==> src/hdl/eslp_pkg.sv <==
// ----------------------------------------------------------------------------
// Event stream line parser package
// Shared types and character constants for the line parser and its checker.
// ----------------------------------------------------------------------------
package eslp_pkg;

  localparam logic [7:0] CH_LF    = 8'h0A;
  localparam logic [7:0] CH_CR    = 8'h0D;
  localparam logic [7:0] CH_SPACE = 8'h20;
  localparam logic [7:0] CH_COLON = 8'h3A;

  localparam int              EV_CHARS   = 5;
  localparam int              DA_CHARS   = 4;
  localparam logic [8*EV_CHARS-1:0] NAME_EVENT = "event";
  localparam logic [8*DA_CHARS-1:0] NAME_DATA  = "data";

  localparam logic [1:0] KIND_DATA = 2'd0;
  localparam logic [1:0] KIND_TYPE = 2'd1;
  localparam logic [1:0] KIND_END  = 2'd2;

  typedef logic [3:0] match_t;

  localparam match_t FM_START   = 4'd0;
  localparam match_t FM_EV_LO   = 4'd1;
  localparam match_t FM_EV_HI   = 4'd4;
  localparam match_t FM_EVENT   = 4'd5;
  localparam match_t FM_DA_LO   = 4'd6;
  localparam match_t FM_DA_HI   = 4'd8;
  localparam match_t FM_DATA    = 4'd9;
  localparam match_t FM_NONE    = 4'd15;

  typedef enum logic [2:0] {
    PH_START,
    PH_NAME,
    PH_VSTART,
    PH_VALUE,
    PH_SKIP
  } phase_e;

  typedef enum logic [1:0] {
    ST_IDLE,
    ST_SECOND,
    ST_REPLAY,
    ST_END
  } ctrl_e;

  typedef struct packed {
    phase_e phase;
    match_t fm;
    logic   pcr;
    logic   dseen;
  } line_t;

  typedef struct packed {
    logic       res_a;
    logic [7:0] res_a_byte;
    logic       res_b;
    logic [7:0] res_b_byte;
    logic       put_a;
    logic [7:0] put_a_byte;
    logic       put_b;
    logic [7:0] put_b_byte;
    logic       type_clr;
    logic       blank;
    line_t      line;
  } dec_t;

endpackage

==> src/hdl/event_stream_line_parser.sv <==
// ----------------------------------------------------------------------------
// Event stream line parser
// Results are registered; type bytes are replayed from a registered store read.
// Throughput: one byte per cycle while the output is not stalled. A byte that
// releases a held CR together with a value byte stalls the input for a second
// state; a blank line that dispatches a stored type stalls it during replay.
// Reset: asynchronous, active low; clears line state and control, not the
// type store, whose unwritten entries are never read.
// ----------------------------------------------------------------------------
module event_stream_line_parser #(
  parameter int MAX_TYPE_LEN = 32
) (
  input  logic       clk_i,
  input  logic       rst_ni,
  input  logic       in_valid_i,
  output logic       in_stall_o,
  input  logic [7:0] stream_byte_i,
  output logic       out_valid_o,
  input  logic       out_stall_i,
  output logic [1:0] item_kind_o,
  output logic [7:0] out_byte_o,
  output logic       last_o,
  output logic       type_truncated_o
);

  localparam int AW = (MAX_TYPE_LEN > 1) ? $clog2(MAX_TYPE_LEN) : 1;
  localparam int LW = $clog2(MAX_TYPE_LEN + 1);
  localparam logic [LW-1:0] LEN_MAX = LW'(MAX_TYPE_LEN);

  eslp_pkg::dec_t  dec;
  eslp_pkg::line_t line_q, line_d;
  eslp_pkg::ctrl_e state_q, state_d;

  logic [LW-1:0] tlen_q, tlen_d, tlen_a;
  logic          tovf_q, tovf_d;
  logic          a_ok, b_ok, dispatch;
  logic          can_load, acc;

  logic          out_valid_q, out_valid_d;
  logic [1:0]    kind_q;
  logic [7:0]    obyte_q;
  logic          last_q, trunc_q;

  logic          load, ld_last, ld_trunc;
  logic [1:0]    ld_kind;
  logic [7:0]    ld_byte;

  logic          hold_q;
  logic [7:0]    hold_byte_q;
  logic          wpend_q;
  logic [AW-1:0] wpend_addr_q;
  logic [7:0]    wpend_data_q;

  logic [LW-1:0] rep_idx_q, rep_idx_d, rep_next, rep_len_q;
  logic          rep_ovf_q, rep_last;

  logic [7:0]    mem [MAX_TYPE_LEN];
  logic [7:0]    rd_data_q;
  logic [AW-1:0] rd_addr, waddr;
  logic [7:0]    wdata;
  logic          we;

  eslp_decode u_decode (
    .line_i (line_q),
    .byte_i (stream_byte_i),
    .dec_o  (dec)
  );

  assign can_load   = !out_valid_q || !out_stall_i;
  assign acc        = in_valid_i && (state_q == eslp_pkg::ST_IDLE) && can_load;
  assign in_stall_o = !((state_q == eslp_pkg::ST_IDLE) && can_load);
  assign rep_next   = rep_idx_q + LW'(1);
  assign rep_last   = (rep_next == rep_len_q);

  always_comb begin
    a_ok     = dec.put_a && (tlen_q < LEN_MAX);
    tlen_a   = tlen_q + LW'(a_ok);
    b_ok     = dec.put_b && (tlen_a < LEN_MAX);
    dispatch = dec.blank && (line_q.dseen || (tlen_q != '0));
  end

  always_comb begin
    state_d = state_q;
    case (state_q)
      eslp_pkg::ST_IDLE: begin
        if (acc) begin
          if (dispatch && (tlen_q != '0)) begin
            state_d = eslp_pkg::ST_REPLAY;
          end else if (dec.res_b || b_ok) begin
            state_d = eslp_pkg::ST_SECOND;
          end
        end
      end
      eslp_pkg::ST_SECOND: begin
        if (!hold_q || can_load) begin
          state_d = eslp_pkg::ST_IDLE;
        end
      end
      eslp_pkg::ST_REPLAY: begin
        if (can_load && rep_last) begin
          state_d = eslp_pkg::ST_END;
        end
      end
      eslp_pkg::ST_END: begin
        if (can_load) begin
          state_d = eslp_pkg::ST_IDLE;
        end
      end
      default: state_d = eslp_pkg::ST_IDLE;
    endcase
  end

  always_comb begin
    line_d    = line_q;
    tlen_d    = tlen_q;
    tovf_d    = tovf_q;
    rep_idx_d = rep_idx_q;
    load      = 1'b0;
    ld_kind   = eslp_pkg::KIND_DATA;
    ld_byte   = 8'h00;
    ld_last   = 1'b0;
    ld_trunc  = 1'b0;
    we        = 1'b0;
    waddr     = tlen_q[AW-1:0];
    wdata     = dec.put_a_byte;
    rd_addr   = '0;
    case (state_q)
      eslp_pkg::ST_IDLE: begin
        if (acc) begin
          line_d    = dec.line;
          tlen_d    = tlen_a + LW'(b_ok);
          tovf_d    = tovf_q | (dec.put_a && !a_ok) | (dec.put_b && !b_ok);
          rep_idx_d = '0;
          if (dec.type_clr || dec.blank) begin
            tlen_d = '0;
            tovf_d = 1'b0;
          end
          we = a_ok;
          if (dispatch && (tlen_q == '0)) begin
            load     = 1'b1;
            ld_kind  = eslp_pkg::KIND_END;
            ld_last  = 1'b1;
            ld_trunc = tovf_q;
          end else if (dec.res_a) begin
            load    = 1'b1;
            ld_byte = dec.res_a_byte;
            ld_last = !dec.res_b;
          end
        end
      end
      eslp_pkg::ST_SECOND: begin
        we    = wpend_q;
        waddr = wpend_addr_q;
        wdata = wpend_data_q;
        if (hold_q && can_load) begin
          load    = 1'b1;
          ld_byte = hold_byte_q;
          ld_last = 1'b1;
        end
      end
      eslp_pkg::ST_REPLAY: begin
        rd_addr = rep_idx_q[AW-1:0];
        if (can_load) begin
          load      = 1'b1;
          ld_kind   = eslp_pkg::KIND_TYPE;
          ld_byte   = rd_data_q;
          rep_idx_d = rep_next;
          if (!rep_last) begin
            rd_addr = rep_next[AW-1:0];
          end
        end
      end
      eslp_pkg::ST_END: begin
        if (can_load) begin
          load     = 1'b1;
          ld_kind  = eslp_pkg::KIND_END;
          ld_last  = 1'b1;
          ld_trunc = rep_ovf_q;
        end
      end
      default: begin
      end
    endcase
  end

  assign out_valid_d = load || (out_valid_q && out_stall_i);

  always_ff @(posedge clk_i or negedge rst_ni) begin
    if (!rst_ni) begin
      state_q     <= eslp_pkg::ST_IDLE;
      line_q      <= '{phase: eslp_pkg::PH_START, fm: eslp_pkg::FM_START,
                       pcr: 1'b0, dseen: 1'b0};
      tlen_q      <= '0;
      tovf_q      <= 1'b0;
      out_valid_q <= 1'b0;
      hold_q      <= 1'b0;
      wpend_q     <= 1'b0;
      rep_idx_q   <= '0;
    end else begin
      state_q     <= state_d;
      line_q      <= line_d;
      tlen_q      <= tlen_d;
      tovf_q      <= tovf_d;
      out_valid_q <= out_valid_d;
      rep_idx_q   <= rep_idx_d;
      if (acc) begin
        hold_q  <= dec.res_b;
        wpend_q <= b_ok;
      end
    end
  end

  always_ff @(posedge clk_i) begin
    if (load) begin
      kind_q  <= ld_kind;
      obyte_q <= ld_byte;
      last_q  <= ld_last;
      trunc_q <= ld_trunc;
    end
    if (acc) begin
      hold_byte_q  <= dec.res_b_byte;
      wpend_addr_q <= tlen_a[AW-1:0];
      wpend_data_q <= dec.put_b_byte;
      rep_len_q    <= tlen_q;
      rep_ovf_q    <= tovf_q;
    end
  end

  always_ff @(posedge clk_i) begin
    if (we) begin
      mem[waddr] <= wdata;
    end
    rd_data_q <= mem[rd_addr];
  end

  assign out_valid_o      = out_valid_q;
  assign item_kind_o      = kind_q;
  assign out_byte_o       = obyte_q;
  assign last_o           = last_q;
  assign type_truncated_o = trunc_q;

endmodule

==> src/hdl/eslp_decode.sv <==
// ----------------------------------------------------------------------------
// Event stream line decoder
// Applies one stream byte to the line state: held CR, field name match,
// value bytes, and line end. Reports data bytes and type store writes.
// ----------------------------------------------------------------------------
module eslp_decode (
  input  eslp_pkg::line_t     line_i,
  input  logic [7:0]          byte_i,
  output eslp_pkg::dec_t      dec_o
);

  typedef struct packed {
    eslp_pkg::line_t line;
    logic            res;
    logic [7:0]      rbyte;
    logic            put;
    logic            clr;
  } step_t;

  function automatic logic [7:0] exp_char(eslp_pkg::match_t fm);
    logic [7:0] r;
    int         k;
    r = 8'h00;
    k = int'(fm);
    if (fm inside {[eslp_pkg::FM_EV_LO:eslp_pkg::FM_EV_HI]}) begin
      r = eslp_pkg::NAME_EVENT[8*(eslp_pkg::EV_CHARS-1-k) +: 8];
    end else if (fm inside {[eslp_pkg::FM_DA_LO:eslp_pkg::FM_DA_HI]}) begin
      k = k - int'(eslp_pkg::FM_DA_LO) + 1;
      r = eslp_pkg::NAME_DATA[8*(eslp_pkg::DA_CHARS-1-k) +: 8];
    end
    return r;
  endfunction

  function automatic eslp_pkg::match_t adv(eslp_pkg::match_t fm, logic [7:0] c);
    eslp_pkg::match_t r;
    r = eslp_pkg::FM_NONE;
    if (fm == eslp_pkg::FM_START) begin
      if (c == eslp_pkg::NAME_EVENT[8*eslp_pkg::EV_CHARS-1 -: 8]) begin
        r = eslp_pkg::FM_EV_LO;
      end else if (c == eslp_pkg::NAME_DATA[8*eslp_pkg::DA_CHARS-1 -: 8]) begin
        r = eslp_pkg::FM_DA_LO;
      end
    end else if ((fm inside {[eslp_pkg::FM_EV_LO:eslp_pkg::FM_EV_HI],
                             [eslp_pkg::FM_DA_LO:eslp_pkg::FM_DA_HI]})
                 && (c == exp_char(fm))) begin
      r = fm + 4'd1;
    end
    return r;
  endfunction

  function automatic step_t idle_step(eslp_pkg::line_t s);
    step_t o;
    o.line  = s;
    o.res   = 1'b0;
    o.rbyte = 8'h00;
    o.put   = 1'b0;
    o.clr   = 1'b0;
    return o;
  endfunction

  function automatic step_t content(eslp_pkg::line_t s, logic [7:0] c);
    step_t o;
    o       = idle_step(s);
    o.rbyte = c;
    case (s.phase)
      eslp_pkg::PH_START: begin
        if (c == eslp_pkg::CH_COLON) begin
          o.line.phase = eslp_pkg::PH_SKIP;
        end else begin
          o.line.phase = eslp_pkg::PH_NAME;
          o.line.fm    = adv(eslp_pkg::FM_START, c);
        end
      end
      eslp_pkg::PH_NAME: begin
        if (c == eslp_pkg::CH_COLON) begin
          if (s.fm == eslp_pkg::FM_EVENT) begin
            o.clr        = 1'b1;
            o.line.phase = eslp_pkg::PH_VSTART;
          end else if (s.fm == eslp_pkg::FM_DATA) begin
            o.res        = s.dseen;
            o.rbyte      = eslp_pkg::CH_LF;
            o.line.dseen = 1'b1;
            o.line.phase = eslp_pkg::PH_VSTART;
          end else begin
            o.line.phase = eslp_pkg::PH_SKIP;
          end
        end else begin
          o.line.fm = adv(s.fm, c);
        end
      end
      eslp_pkg::PH_VSTART: begin
        o.line.phase = eslp_pkg::PH_VALUE;
        if (c != eslp_pkg::CH_SPACE) begin
          o.res = (s.fm == eslp_pkg::FM_DATA);
          o.put = (s.fm == eslp_pkg::FM_EVENT);
        end
      end
      eslp_pkg::PH_VALUE: begin
        o.res = (s.fm == eslp_pkg::FM_DATA);
        o.put = (s.fm == eslp_pkg::FM_EVENT);
      end
      default: begin
      end
    endcase
    return o;
  endfunction

  step_t s1;
  step_t s2;

  always_comb begin
    s1 = line_i.pcr ? content(line_i, eslp_pkg::CH_CR) : idle_step(line_i);
    s2 = (byte_i != eslp_pkg::CH_CR) ? content(s1.line, byte_i) : idle_step(s1.line);

    dec_o            = '0;
    dec_o.line       = line_i;
    dec_o.res_a_byte = eslp_pkg::CH_LF;

    if (byte_i == eslp_pkg::CH_LF) begin
      dec_o.line.pcr   = 1'b0;
      dec_o.line.phase = eslp_pkg::PH_START;
      dec_o.line.fm    = eslp_pkg::FM_START;
      if (line_i.phase == eslp_pkg::PH_START) begin
        dec_o.blank      = 1'b1;
        dec_o.line.dseen = 1'b0;
      end else if (line_i.phase == eslp_pkg::PH_NAME) begin
        if (line_i.fm == eslp_pkg::FM_EVENT) begin
          dec_o.type_clr = 1'b1;
        end else if (line_i.fm == eslp_pkg::FM_DATA) begin
          dec_o.res_a      = line_i.dseen;
          dec_o.line.dseen = 1'b1;
        end
      end
    end else begin
      dec_o.line       = s2.line;
      dec_o.line.pcr   = (byte_i == eslp_pkg::CH_CR);
      dec_o.res_a      = s1.res | s2.res;
      dec_o.res_a_byte = s1.res ? s1.rbyte : s2.rbyte;
      dec_o.res_b      = s1.res & s2.res;
      dec_o.res_b_byte = s2.rbyte;
      dec_o.put_a      = s1.put | s2.put;
      dec_o.put_a_byte = s1.put ? s1.rbyte : s2.rbyte;
      dec_o.put_b      = s1.put & s2.put;
      dec_o.put_b_byte = s2.rbyte;
      dec_o.type_clr   = s1.clr | s2.clr;
    end
  end

endmodule

==> config.mk <==
export PLATFORM = sky130hd
export DESIGN_NAME = event_stream_line_parser
export DESIGN_NICKNAME = d
export VERILOG_FILES = /design/src/hdl/eslp_pkg.sv /design/src/hdl/event_stream_line_parser.sv /design/src/hdl/eslp_decode.sv
export SDC_FILE = /design/constraint.sdc
export NUM_CORES = 1
export LEC_CHECK = 0
export BUFFER_PORTS_ARGS = -buffer_cell sky130_fd_sc_hd__buf_2
export CAP_MARGIN = 20
export CORE_MARGIN = 5
export CORE_UTILIZATION = 60
export CTS_CLUSTER_SIZE = 25
export DETAILED_ROUTE_END_ITERATION = 6
export GPL_TIMING_DRIVEN = 0
export PLACE_DENSITY = 0.88
export SYNTH_ARGS = -nofsm -noshare
export SYNTH_HDL_FRONTEND = slang
export SYNTH_HIERARCHICAL = 1
export SYNTH_SLANG_ARGS = --single-unit
==> constraint.sdc <==
create_clock -name clk_i -period 4.8 [get_ports clk_i]
set_input_delay 1.44 -clock clk_i [delete_from_list [all_inputs] [get_ports clk_i]]
set_output_delay 1.44 -clock clk_i [all_outputs]
set_load 0.005 [all_outputs]
==> results.md, run 1 <==
- WP buf/inv: 1
- Cells along the critical path: clkbuf_2 > nor4_1 > and2_1 > or3_1 > or3b_2 > nand2_1 > nor2b_2 > ha_1 > nand3_1 > nor2_2 > xnor2_2 > and2_4 > ha_1 > and3_1 > and3_1 > xor2_1 > o21ai_0
- Data required, critical path: 5240 ps
- Max-cap violations: 0
- Drt via density: 6.727
- Max rail drop VDD: 0.3273 mV
- Number of clock buffers inserted by TritonCTS: 31
- Cell family with the largest share of critical-path delay: simple AND/OR/NAND/NOR gates
- DRC violations left: 0
- Internal cell power: around 6.4 mW
- Level count of the clock H-tree: 1
- Number of clock sinks seen by CTS: 331
- Total standard cell area after synthesis: 15,040 µm²
- Static Leakage: 5.955 nW
- Achievable frequency: around 210 MHz
- Pin count of the biggest net entering global routing: 38
- Share of power burned in the clock network: 0.273
- Unrepaired setup endpoints after global routing: false
- Fraction of registers with async set/reset: 0.08157
- Root buffer cell: sky130_fd_sc_hd__clkbuf_16
- Vias in the first global route: 10,560
- Gr ovfl total: 0
- Nets in the synthesized netlist: 1,254
- Area of the core region: 24,960 µm²
- Most area-consuming cells after synthesis: sky130_fd_sc_hd__edfxtp_1, sky130_fd_sc_hd__nand2_1, sky130_fd_sc_hd__dfrtp_1
- Die Y: roughly 170 µm
- GR Util All Layers: 0.2704
- Transition at the pin with the smallest max-transition slack: 1118 ps
- Initial core utilization: 0.6026
- Biggest area consumer among synthesized cells: sky130_fd_sc_hd__edfxtp_1
- Horizontal die dimension: 168.3 µm
- RePlAce Congestion: 0.9690
- Detailed router's first-iteration violation count: around 1,900
- Post-layout net count: between 1,000 and 1,500
- CP max stage delay: 470 ps
- Crit share post-route: 0.9764
- Post-Place Setup Slack: -614.0 ps
- Share of the synthesized area in the top cell type: 0.5908
- Relative slew margins: 0.2497
- Final Max Slew Viols: 0
- Worst Slack Setup Final: 113.1 ps
- Wire length on met1: 14,380 µm
- Number of nets with antenna violations after routing: 0
- Total number of vias: between 10,000 and 15,000
- Critical-path top delay cell: sky130_fd_sc_hd__or3b_2
- Clock edge transition at the registers on the reported setup and hold paths: ~70 ps
- Area growth from synthesis to final layout: 11.24%
- Net switching power: 3.680 mW
- Primary FF master, synth: sky130_fd_sc_hd__edfxtp_1
- Number of diodes added for antenna fixing: 0
- Number of distinct library cells after synthesis: 82
- Total wire length after detailed routing: 39,270 µm
- Average size of a mapped cell: approximately 12 µm²
- Final setup violating endpoints: 0
- Largest fanout of any net on the critical path: 9
- Number of buffers on the longest clock path: 3
- Worst-Skew Late Latency: 590 ps
- Std-Cell Rows: 58
- Synth Register Bits: 331
- Crit path capture type: register
- Ratio of cells with drive above 1 in the final layout: 0.1268
- Sequential power share: 0.369
- I/O pin count: 26
- TritonCTS clock tree: built
- DR WL met3: 4702 µm
- Final Hold Fails: 0
- DP Wirelength: around 25,000 µm
- Worst Setup Path Type: input pin to register
- Combinational power share: 0.358
- Clock Skews: between 30 and 40 ps
- Topmost layer with routed signal wires: met4
- Wire length of the first global-routing pass: slightly below 60,000 µm
- Cell count after synthesis: about 1,200
- Initial antenna violation count: 0
- DRT Pass-1 Iters: 6
- Hold-fix buffer count after cts: 0
- Part of the Yosys area used for sequential elements: 0.6464
- Routed length per instance: between 20 and 25 µm
- Number of flops mapped to enable cells by yosys: a little under 300
- Post-CTS Repair Setup Buffers: 0
- Power per Cell Area: 599.8 nW/µm²
- Arrival time at the worst endpoint: about 5100 ps
- Path type of the worst min-delay path: register to register
- Critical Path Source Type: input pin
- Post-layout minimum cycle time: 4687 ps
- Share of total power consumed by net switching: 0.3665
- Port Buffer Count: 23
- Run status: finished clean
- Yosys synthesis warning count: 6
- Total chip power: around 10 mW
- Routed wl met2: 18,790 µm
- Floorplan die area: 28,340 µm²
==> cells in the final DEF, fill, tap and decap left out, types with 10 or more instances in the layout <==
cell type,Yosys,layout
sky130_fd_sc_hd__edfxtp_1,296,296
sky130_fd_sc_hd__nand2_1,245,243
sky130_fd_sc_hd__nor2_1,78,77
sky130_fd_sc_hd__a21oi_1,71,71
sky130_fd_sc_hd__buf_2,23,47
sky130_fd_sc_hd__o21ai_0,32,32
sky130_fd_sc_hd__clkbuf_16,0,31
sky130_fd_sc_hd__inv_1,29,29
sky130_fd_sc_hd__clkbuf_1,28,29
sky130_fd_sc_hd__a32oi_1,27,27
sky130_fd_sc_hd__dfrtp_1,27,26
sky130_fd_sc_hd__a32o_1,25,25
sky130_fd_sc_hd__o2bb2ai_1,22,22
sky130_fd_sc_hd__nand3_1,21,21
sky130_fd_sc_hd__ha_1,21,21
sky130_fd_sc_hd__mux2i_1,18,18
sky130_fd_sc_hd__a22o_1,17,17
sky130_fd_sc_hd__buf_4,15,15
sky130_fd_sc_hd__o22ai_1,15,15
sky130_fd_sc_hd__nor3_1,14,14
sky130_fd_sc_hd__xnor2_1,13,12
sky130_fd_sc_hd__xor2_1,11,11
sky130_fd_sc_hd__mux2_2,11,11
sky130_fd_sc_hd__and2_1,11,10
==> timing repair <==
| action | CTS | global route |
|---|---|---|
| endpoints found under the setup margin | 14 | 16 |
| cloned | 0 | 0 |
| pin swaps | 0 | 0 |
| hold endpoints to repair | 0 | 0 |
| resized for setup | 2 | 7 |
==> synthesized netlist by cell type, types with 22 or more instances <==
cell type                   number
sky130_fd_sc_hd__a21oi_1        71
sky130_fd_sc_hd__a32o_1         25
sky130_fd_sc_hd__a32oi_1        27
sky130_fd_sc_hd__buf_2          23
sky130_fd_sc_hd__clkbuf_1       28
sky130_fd_sc_hd__dfrtp_1        27
sky130_fd_sc_hd__edfxtp_1      296
sky130_fd_sc_hd__inv_1          29
sky130_fd_sc_hd__nand2_1       245
sky130_fd_sc_hd__nor2_1         78
sky130_fd_sc_hd__o21ai_0        32
sky130_fd_sc_hd__o2bb2ai_1      22
==> kinds of logic (layout without fill, tap and decap cells) <==
group	count (synthesis)	count (layout)	synth area share
buf+inv	103	183	0.03243
compound gates	276	276	0.1356
flops	331	331	0.6464
simple gates	434	434	0.1301
xor+xnor	26	26	0.01688
fa+ha+maj	21	21	0.01746
mux	30	30	0.02112
==> area by class of cell <==
class	instances	area, µm²
buffer	71	371.6
clock buffer	36	804.5
clock inverter	22	337.8
fill	1710	8228
inverter	31	116.4
multi-input combinational	787	4852
sequential	331	9726
tap	330	412.9
timing repair buffer	23	115.1
==> routing by layer <==
layer / GRT usage / up-vias
met1: 0.3624 / 5283
met3: 0.05494 / 127
met5: 0 / -
met4: 0.09386 / 0
met2: 0.4453 / 863
li1: - / 4698
==> path summary, 6_finish.rpt <==
check / slack [ps] / to / depth (start not counted) / startpoint
worst max register to register: 130 / tlen_q[5] / 20 / line_q[7]
worst min-delay path: 450 / rep_len_q[2] / 0 / tlen_q[2]
min in group asynchronous: 910 / rep_idx_q[1] / 1 / rst_ni
worst min register to register: 450 / rep_len_q[2] / 0 / tlen_q[2]
worst max-delay path: 110 / tlen_q[5] / 17 / stream_byte_i[6]
max in group asynchronous: 3410 / line_q[8] / 1 / rst_ni
==> power groups by stage <==
| stage | Clock, mW | Combinational [mW] | Sequential (mW) |
|---|---|---|---|
| 2_1_floorplan | 0 | 2.38 | 3.72 |
| 3_3_place_gp | 0 | 3.30 | 3.75 |
| 3_5_place_dp | 0 | 3.43 | 3.76 |
| 4_1_cts | 2.73 | 3.49 | 3.70 |
| 5_1_grt | 2.85 | 3.84 | 3.72 |
| 6_report | 2.74 | 3.60 | 3.70 |
==> sequential cells by signal (all words and copies together), names as in the netlist, 8 cells and up <==
register	flops
mem	256
rd_data_q	8
hold_byte_q	8
line_q	9
out_byte_o	8
wpend_data_q	8
==> stage by stage <==
step	util	instances	area (µm²)	hold slack [ps]	TNS [ps]
detailed placement	0.6238	1574	15570	436.0	-106530
global route	0.6704	1631	16740	473.2	0
finish	0.6704	1631	16740	448.4	0
floorplan	-	1221	15040	423.1	0
global placement	0.6238	1574	15570	432.3	-93420
CTS	0.6697	1632	16720	450.9	0
Power figures use the tool's default switching activity.
==> inputs of run 2 (changes only) <==
==> constraint.sdc (replaced) <==
create_clock -name clk_i -period 4.7 [get_ports clk_i]
set_input_delay 1.41 -clock clk_i [delete_from_list [all_inputs] [get_ports clk_i]]
set_output_delay 1.41 -clock clk_i [all_outputs]
set_load 0.005 [all_outputs]
==> run 2 against run 1 <==
  * Clock skew is 20 ps lower
  * Critical path depth up 2
  * Flip-flop and latch count did not move
  * Non-clock buffer count did not move
  * Via count is 0.36% lower
  * Register-to-register slack about the same
  * Largest cell class unchanged
  * Count of clock-buffer cells in the layout is 1 higher
==> results.md, run 2 (synthesized netlist as in run 1, its figures left out) <==
- Max rail drop VDD: roughly 0.34 mV
- I/O pin count: 26
- Slack of the worst reg-to-reg path: 130 ps
- Post-layout minimum cycle time: between 4000 and 5000 ps
- Horizontal die dimension: 168.3 µm
- Hold-fix buffer count after cts: 0
- Global-route track usage on met1: 0.3605
- Level count of the clock H-tree: 1
- Critical Path Source Type: register
- Achievable frequency: 218.6 MHz
- Reg-to-reg endpoint: tlen_q[5]
- Number of diodes added for antenna fixing: 0
- Area growth from synthesis to final layout: 10.59%
- Leading cell type in the layout, fill and taps excluded: sky130_fd_sc_hd__edfxtp_1
- GR Util All Layers: 0.2708
- Crit share post-route: 0.9732
- Largest registers ranked by flip-flop count: mem (256), line_q (9)
- TritonCTS clock tree: built
- Final Max Slew Viols: 0
- DP Wirelength: ~25,000 µm
- Drt via density: ~6.7
- DRC violations left: 0
- Arrival time at the worst endpoint: 5030 ps
- Ratio of cells with drive above 1 in the final layout: 0.1201
- Initial core utilization: 0.6026
- Data required, critical path: a little over 5000 ps
- Path type of the worst min-delay path: register to register
- Detailed router's first-iteration violation count: ~1,700
- Static Leakage: 5.899 nW
- Gr ovfl total: 0
- Transition at the pin with the smallest max-transition slack: 1261 ps
- Clock Skews: roughly 13 ps
- DRT Pass-1 Iters: 5
- Initial antenna violation count: 0
- Wire length of the first global-routing pass: 59,900 µm
- Min-Delay Path Depth: 0
- Floorplan die area: between 20,000 and 30,000 µm²
- Top reg by flops: mem
- Vias in the first global route: 10,470
- Number of nets with antenna violations after routing: 0
- Worst min-delay path startpoint: tlen_q[2]
- Clock edge transition at the registers on the reported setup and hold paths: 60 ps
- Number of buffers on the longest clock path: 3
- Area after detailed placement: roughly 16,000 µm²
- RePlAce Congestion: 0.9678
- GR Util met2: 0.4420
- Relative slew margins: 0.1535
- Number of clock sinks seen by CTS: about 330
- Crit path capture type: register
- Worst-case reg-to-reg path depth: 19
- Final-layout worst hold slack: 460.0 ps
- Number of clock buffers inserted by TritonCTS: 31
- Total wire length after detailed routing: just under 40,000 µm
- Max reg flops: 256
- Post-layout net count: 1,309
- Power per Cell Area: 605.6 nW/µm²
- Die Y: 168.3 µm
- Startpoint of the most critical register-to-register path: line_q[8]
- Max-cap violations: 0
- Grt met3 use: 0.05048
- Worst-Skew Late Latency: roughly 580 ps
- Most used cells in the layout excluding fill and tap cells: sky130_fd_sc_hd__edfxtp_1, sky130_fd_sc_hd__nand2_1, sky130_fd_sc_hd__nor2_1
- GRT Max-Usage Layer: met2
- Run status: finished clean
- Root buffer cell: sky130_fd_sc_hd__clkbuf_16
- Post-layout instance area: 16,640 µm²
- Final design utilization: 0.6664
- Largest fanout of any net on the critical path: 9
- Final sum of negative setup slack: 0 ps
- Routed length per instance: 23.99 µm
- Final setup violating endpoints: 0
- Worst Setup Path Type: register to register
- Port Buffer Count: 23
- Worst Hold Endpoint: rep_len_q[2]
- Pin count of the biggest net entering global routing: 38
- Std-Cell Rows: 58
- Area of the core region: 24,960 µm²
- Total number of vias: 10,930
- Final Hold Fails: 0
run 2: per-layer routing:
layer  up-vias  part of all wire  wire, µm
li1       4695                 -         -
met2       864              0.47     18380
met3       168              0.12      4847
met5         -                 0         0
met1      5204              0.35     13820
met4         0             0.052      2035
run 2: timing repair:
action / 4_1_cts / 5_1_grt
endpoints found under the setup margin: 1 / 250
gates resized for setup: 1 / 8
pin swaps: 0 / 1
buffers inserted: 0 / 0
cloned: 0 / 0
run 2: per-stage QoR:
stage | instances | worst slack, ps | power, mW
after floorplan | 1221 | 65.86 | 6.231
after global routing | 1629 | -42.24 | 10.45
final | 1629 | 125.8 | 10.08
after global placement | 1574 | -378.2 | 7.255
after detailed placement | 1574 | -463.1 | 7.373
after CTS | 1630 | 34.79 | 9.934
run 2: area by class of cell:
cell class                      count  area [µm²]
Clock buffer                       37       798.3
Clock inverter                     19       231.5
Multi-Input combinational cell    787        4867
Tap cell                          330       412.9
Timing Repair Buffer               23       115.1
Sequential cell                   331        9724
Fill cell                        1649        8327
Buffer                             71       371.6
Inverter                           31       116.4
run 2: worst max-delay path by stage:
stage          cells after the start              from  slack [ps]   endpoint
6_report                          19         line_q[8]         130  tlen_q[5]
5_1_grt                           20         line_q[7]         -40  tlen_q[5]
4_1_cts                           19         line_q[8]          30  tlen_q[5]
3_5_place_dp                      18  stream_byte_i[6]        -460  tlen_q[5]
3_3_place_gp                      18  stream_byte_i[6]        -380  tlen_q[5]
2_1_floorplan                     18  stream_byte_i[6]          70  tlen_q[5]
run 2: critical path: stages (launching register included):
cell and delay, ps:
sky130_fd_sc_hd__dfrtp_1 480, sky130_fd_sc_hd__or3b_1 400, sky130_fd_sc_hd__buf_2 180, sky130_fd_sc_hd__nand2_2 160, sky130_fd_sc_hd__ha_4 180, sky130_fd_sc_hd__nand2_2 90
sky130_fd_sc_hd__or3_1 370, sky130_fd_sc_hd__or3b_2 480, sky130_fd_sc_hd__nand2_1 130, sky130_fd_sc_hd__nor2b_2 220, sky130_fd_sc_hd__ha_2 220, sky130_fd_sc_hd__nand3_1 130
sky130_fd_sc_hd__nor2_2 170, sky130_fd_sc_hd__xnor2_2 160, sky130_fd_sc_hd__and2_4 210, sky130_fd_sc_hd__ha_1 170, sky130_fd_sc_hd__and3_1 220, sky130_fd_sc_hd__and3_1 200
sky130_fd_sc_hd__xor2_1 190, sky130_fd_sc_hd__o21ai_0 90
run 2: report_power, final:
group	total [mW]	leakage (nW)	internal, mW	switching (mW)
Combinational	3.73	2.30	1.18	2.55
Clock	2.57	0.498	1.49	1.08
Sequential	3.78	3.10	3.65	0.126
==> inputs of run 3 (changes only) <==
--- a/config.mk
+++ b/config.mk
@@ -13,6 +13,7 @@
 export DETAILED_ROUTE_END_ITERATION = 6
 export GPL_TIMING_DRIVEN = 0
 export PLACE_DENSITY = 0.88
+export RECOVER_POWER = 50
 export SYNTH_ARGS = -nofsm -noshare
 export SYNTH_HDL_FRONTEND = slang
 export SYNTH_HIERARCHICAL = 1
==> run 3 against run 2 <==
  * The flow now finishes with violations (design-rule violations, max-capacitance violations, max-slew violations)
  * Combinational power about the same
  * Critical path type unchanged
  * Power is essentially flat
  * Largest cell class unchanged
  * Clock skew fell by 4.0 ps
  * Die area stayed put
  * Flip-flop and latch count unchanged
  * Design area is essentially flat
  * Count of clock-buffer cells in the layout did not move
  * Final cell count is the same
  * Critical endpoint unchanged
  * Via count up 0.26%
  * Clock power hardly changed
==> results.md, run 3 (synthesized netlist as in run 1, its figures left out) <==
- Run status: finished, violations left
- Violations in the final reports: design-rule violations, max-capacitance violations, max-slew violations
- Number of clock sinks seen by CTS: 331
- Initial core utilization: 0.6026
- Ratio of cells with drive above 1 in the final layout: 0.1093
- Largest fanout of any net on the critical path: 9
- Final Hold Fails: 0
- Horizontal die dimension: 168.3 µm
- Max reg flops: 256
- Area growth from synthesis to final layout: 10.52%
- Wire length of the first global-routing pass: roughly 60,000 µm
- Total chip power: 10.07 mW
- Crit share post-route: 0.9728
- Final Max Slew Viols: 66
- Vias in the first global route: 10,470
- Arrival time at the worst endpoint: 5030 ps
- Critical-path top delay cell: sky130_fd_sc_hd__dfrtp_1
- Power per Cell Area: roughly 610 nW/µm²
- Achievable frequency: between 200 and 250 MHz
- I/O pin count: 26
- Largest registers ranked by flip-flop count: mem (256), line_q (9)
- Die Y: about 170 µm
- Relative slew margins: -0.3560
- Worst-case reg-to-reg path depth: 19
- Number of clock buffers inserted by TritonCTS: 31
- Worst Setup Path Type: register to register
- Pin count of the biggest net entering global routing: 38
- Port Buffer Count: 23
- Min-Delay Path Depth: 0
- Drt via density: 6.727
- Number of diodes added for antenna fixing: 0
- Worst-Skew Late Latency: between 500 and 600 ps
- Cell count after placement: 1,574
- GR Util All Layers: 0.2708
- Detailed router's first-iteration violation count: 1,721
- WP buf/inv: 1
- Area of the core region: 24,960 µm²
- Cell family with the largest share of critical-path delay: simple AND/OR/NAND/NOR gates
- Path type of the worst min-delay path: register to register
- Floorplan die area: 28,340 µm²
- Number of buffers on the longest clock path: 3
- Multi-input gate area in the final layout: 4867 µm²
- Initial antenna violation count: 0
- DP Wirelength: 24,780 µm
- Clock edge transition at the registers on the reported setup and hold paths: 60 ps
- Number of cells on the critical path: 19
- Post-CTS Repair Setup Buffers: 0
- Slack of the worst reg-to-reg path: 130 ps
- Gr ovfl total: 0
- Data required, critical path: 5160 ps
- Register cell area after layout: around 9700 µm²
- Max-cap violations: 2
- DRT Pass-1 Iters: 7
- Number of standard cells in the final layout excluding fillers: between 1,500 and 2,000
- Post-layout net count: 1,309
- Critical Path Source Type: register
- Final setup violating endpoints: 0
- Std-Cell Rows: 58
- Level count of the clock H-tree: 1
- Total wire length after detailed routing: 38,970 µm
- Most used cells in the layout excluding fill and tap cells: sky130_fd_sc_hd__edfxtp_1, sky130_fd_sc_hd__nand2_1, sky130_fd_sc_hd__nor2_1
- Transition at the pin with the smallest max-transition slack: 2034 ps
- Cells along the critical path: or3b_1 > buf_2 > nand2_2 > ha_4 > nand2_2 > or3_1 > or3b_2 > nand2_1 > nor2b_2 > ha_2 > nand3_1 > nor2_2 > xnor2_2 > and2_4 > ha_1 > and3_1 > and3_1 > xor2_1 > o21ai_0
- Routed length per instance: 23.92 µm
- Final design utilization: 0.6660
- Static Leakage: 5.874 nW
- Hold-fix buffer count after cts: 0
- TritonCTS clock tree: built
- Leading cell type in the layout, fill and taps excluded: sky130_fd_sc_hd__edfxtp_1
- Number of nets with antenna violations after routing: 0
- Number of fill cells: about 1,700
- Root buffer cell: sky130_fd_sc_hd__clkbuf_16
- Total number of vias: 10,960
- Clock Skews: approximately 8.7 ps
- Max rail drop VDD: 0.3438 mV
- Post-layout minimum cycle time: 4572 ps
- DRC violations left: 4
- Crit path capture type: register
- Top reg by flops: mem
- CP max stage delay: around 480 ps
- RePlAce Congestion: between 0.9 and 1
## run 3: cell types whose count changed in the layout (fill, tap and decap cells not counted), sizes merged
cell,previous run,this run
clkbuf,65,81
buf,66,50
## run 3: layout make-up
| type | instances | area share |
|---|---|---|
| buffer | 71 | 0.02227 |
| clock buffer | 37 | 0.04801 |
| clock inverter | 19 | 0.01392 |
| inverter | 31 | 0.006998 |
| multi-input combinational | 787 | 0.2927 |
| sequential | 331 | 0.5848 |
| tap | 330 | 0.02483 |
| timing repair buffer | 23 | 0.006396 |
## run 3: repair_timing
action	CTS	global route
gates cloned	0	0
pin swaps	0	1
resized for setup	1	8
setup endpoints to repair	1	250
## run 3: worst paths after layout
| check | startpoint | endpoint |
|---|---|---|
| worst max-delay path | line_q[8] | tlen_q[5] |
| worst min-delay path | tlen_q[2] | rep_len_q[2] |
| worst max register to register | line_q[8] | tlen_q[5] |
| worst min register to register | tlen_q[2] | rep_len_q[2] |
| max in group asynchronous | rst_ni | line_q[5] |
| min in group asynchronous | rst_ni | rep_idx_q[0] |
## run 3: where the power goes
group	switching, mW	internal (mW)	leakage, nW
Combinational	2.55	1.16	2.28
Sequential	0.128	3.66	3.10
Clock	1.08	1.48	0.498
## run 3: layer usage
| metal | wire length (µm) | GRT usage | vias to the layer above |
|---|---|---|---|
| met5 | 0 | 0 | - |
| met4 | 2079 | 0.1147 | 0 |
| met3 | 4845 | 0.05048 | 178 |
| met2 | 18220 | 0.4420 | 889 |
| met1 | 13820 | 0.3605 | 5194 |
| li1 | - | - | 4698 |
## run 3: per-stage QoR
stage          setup slack (ps)  hold slack, ps  cell area (µm²)  TNS, ps
2_1_floorplan             65.86           423.1            15050        0
6_report                  127.6           457.1            16630        0
3_3_place_gp             -378.2           438.9            15570   -54450
4_1_cts                   34.79           455.1            16610        0
3_5_place_dp             -463.1           442.6            15580   -66580
5_1_grt                  -42.24           476.5            16630   -73.37
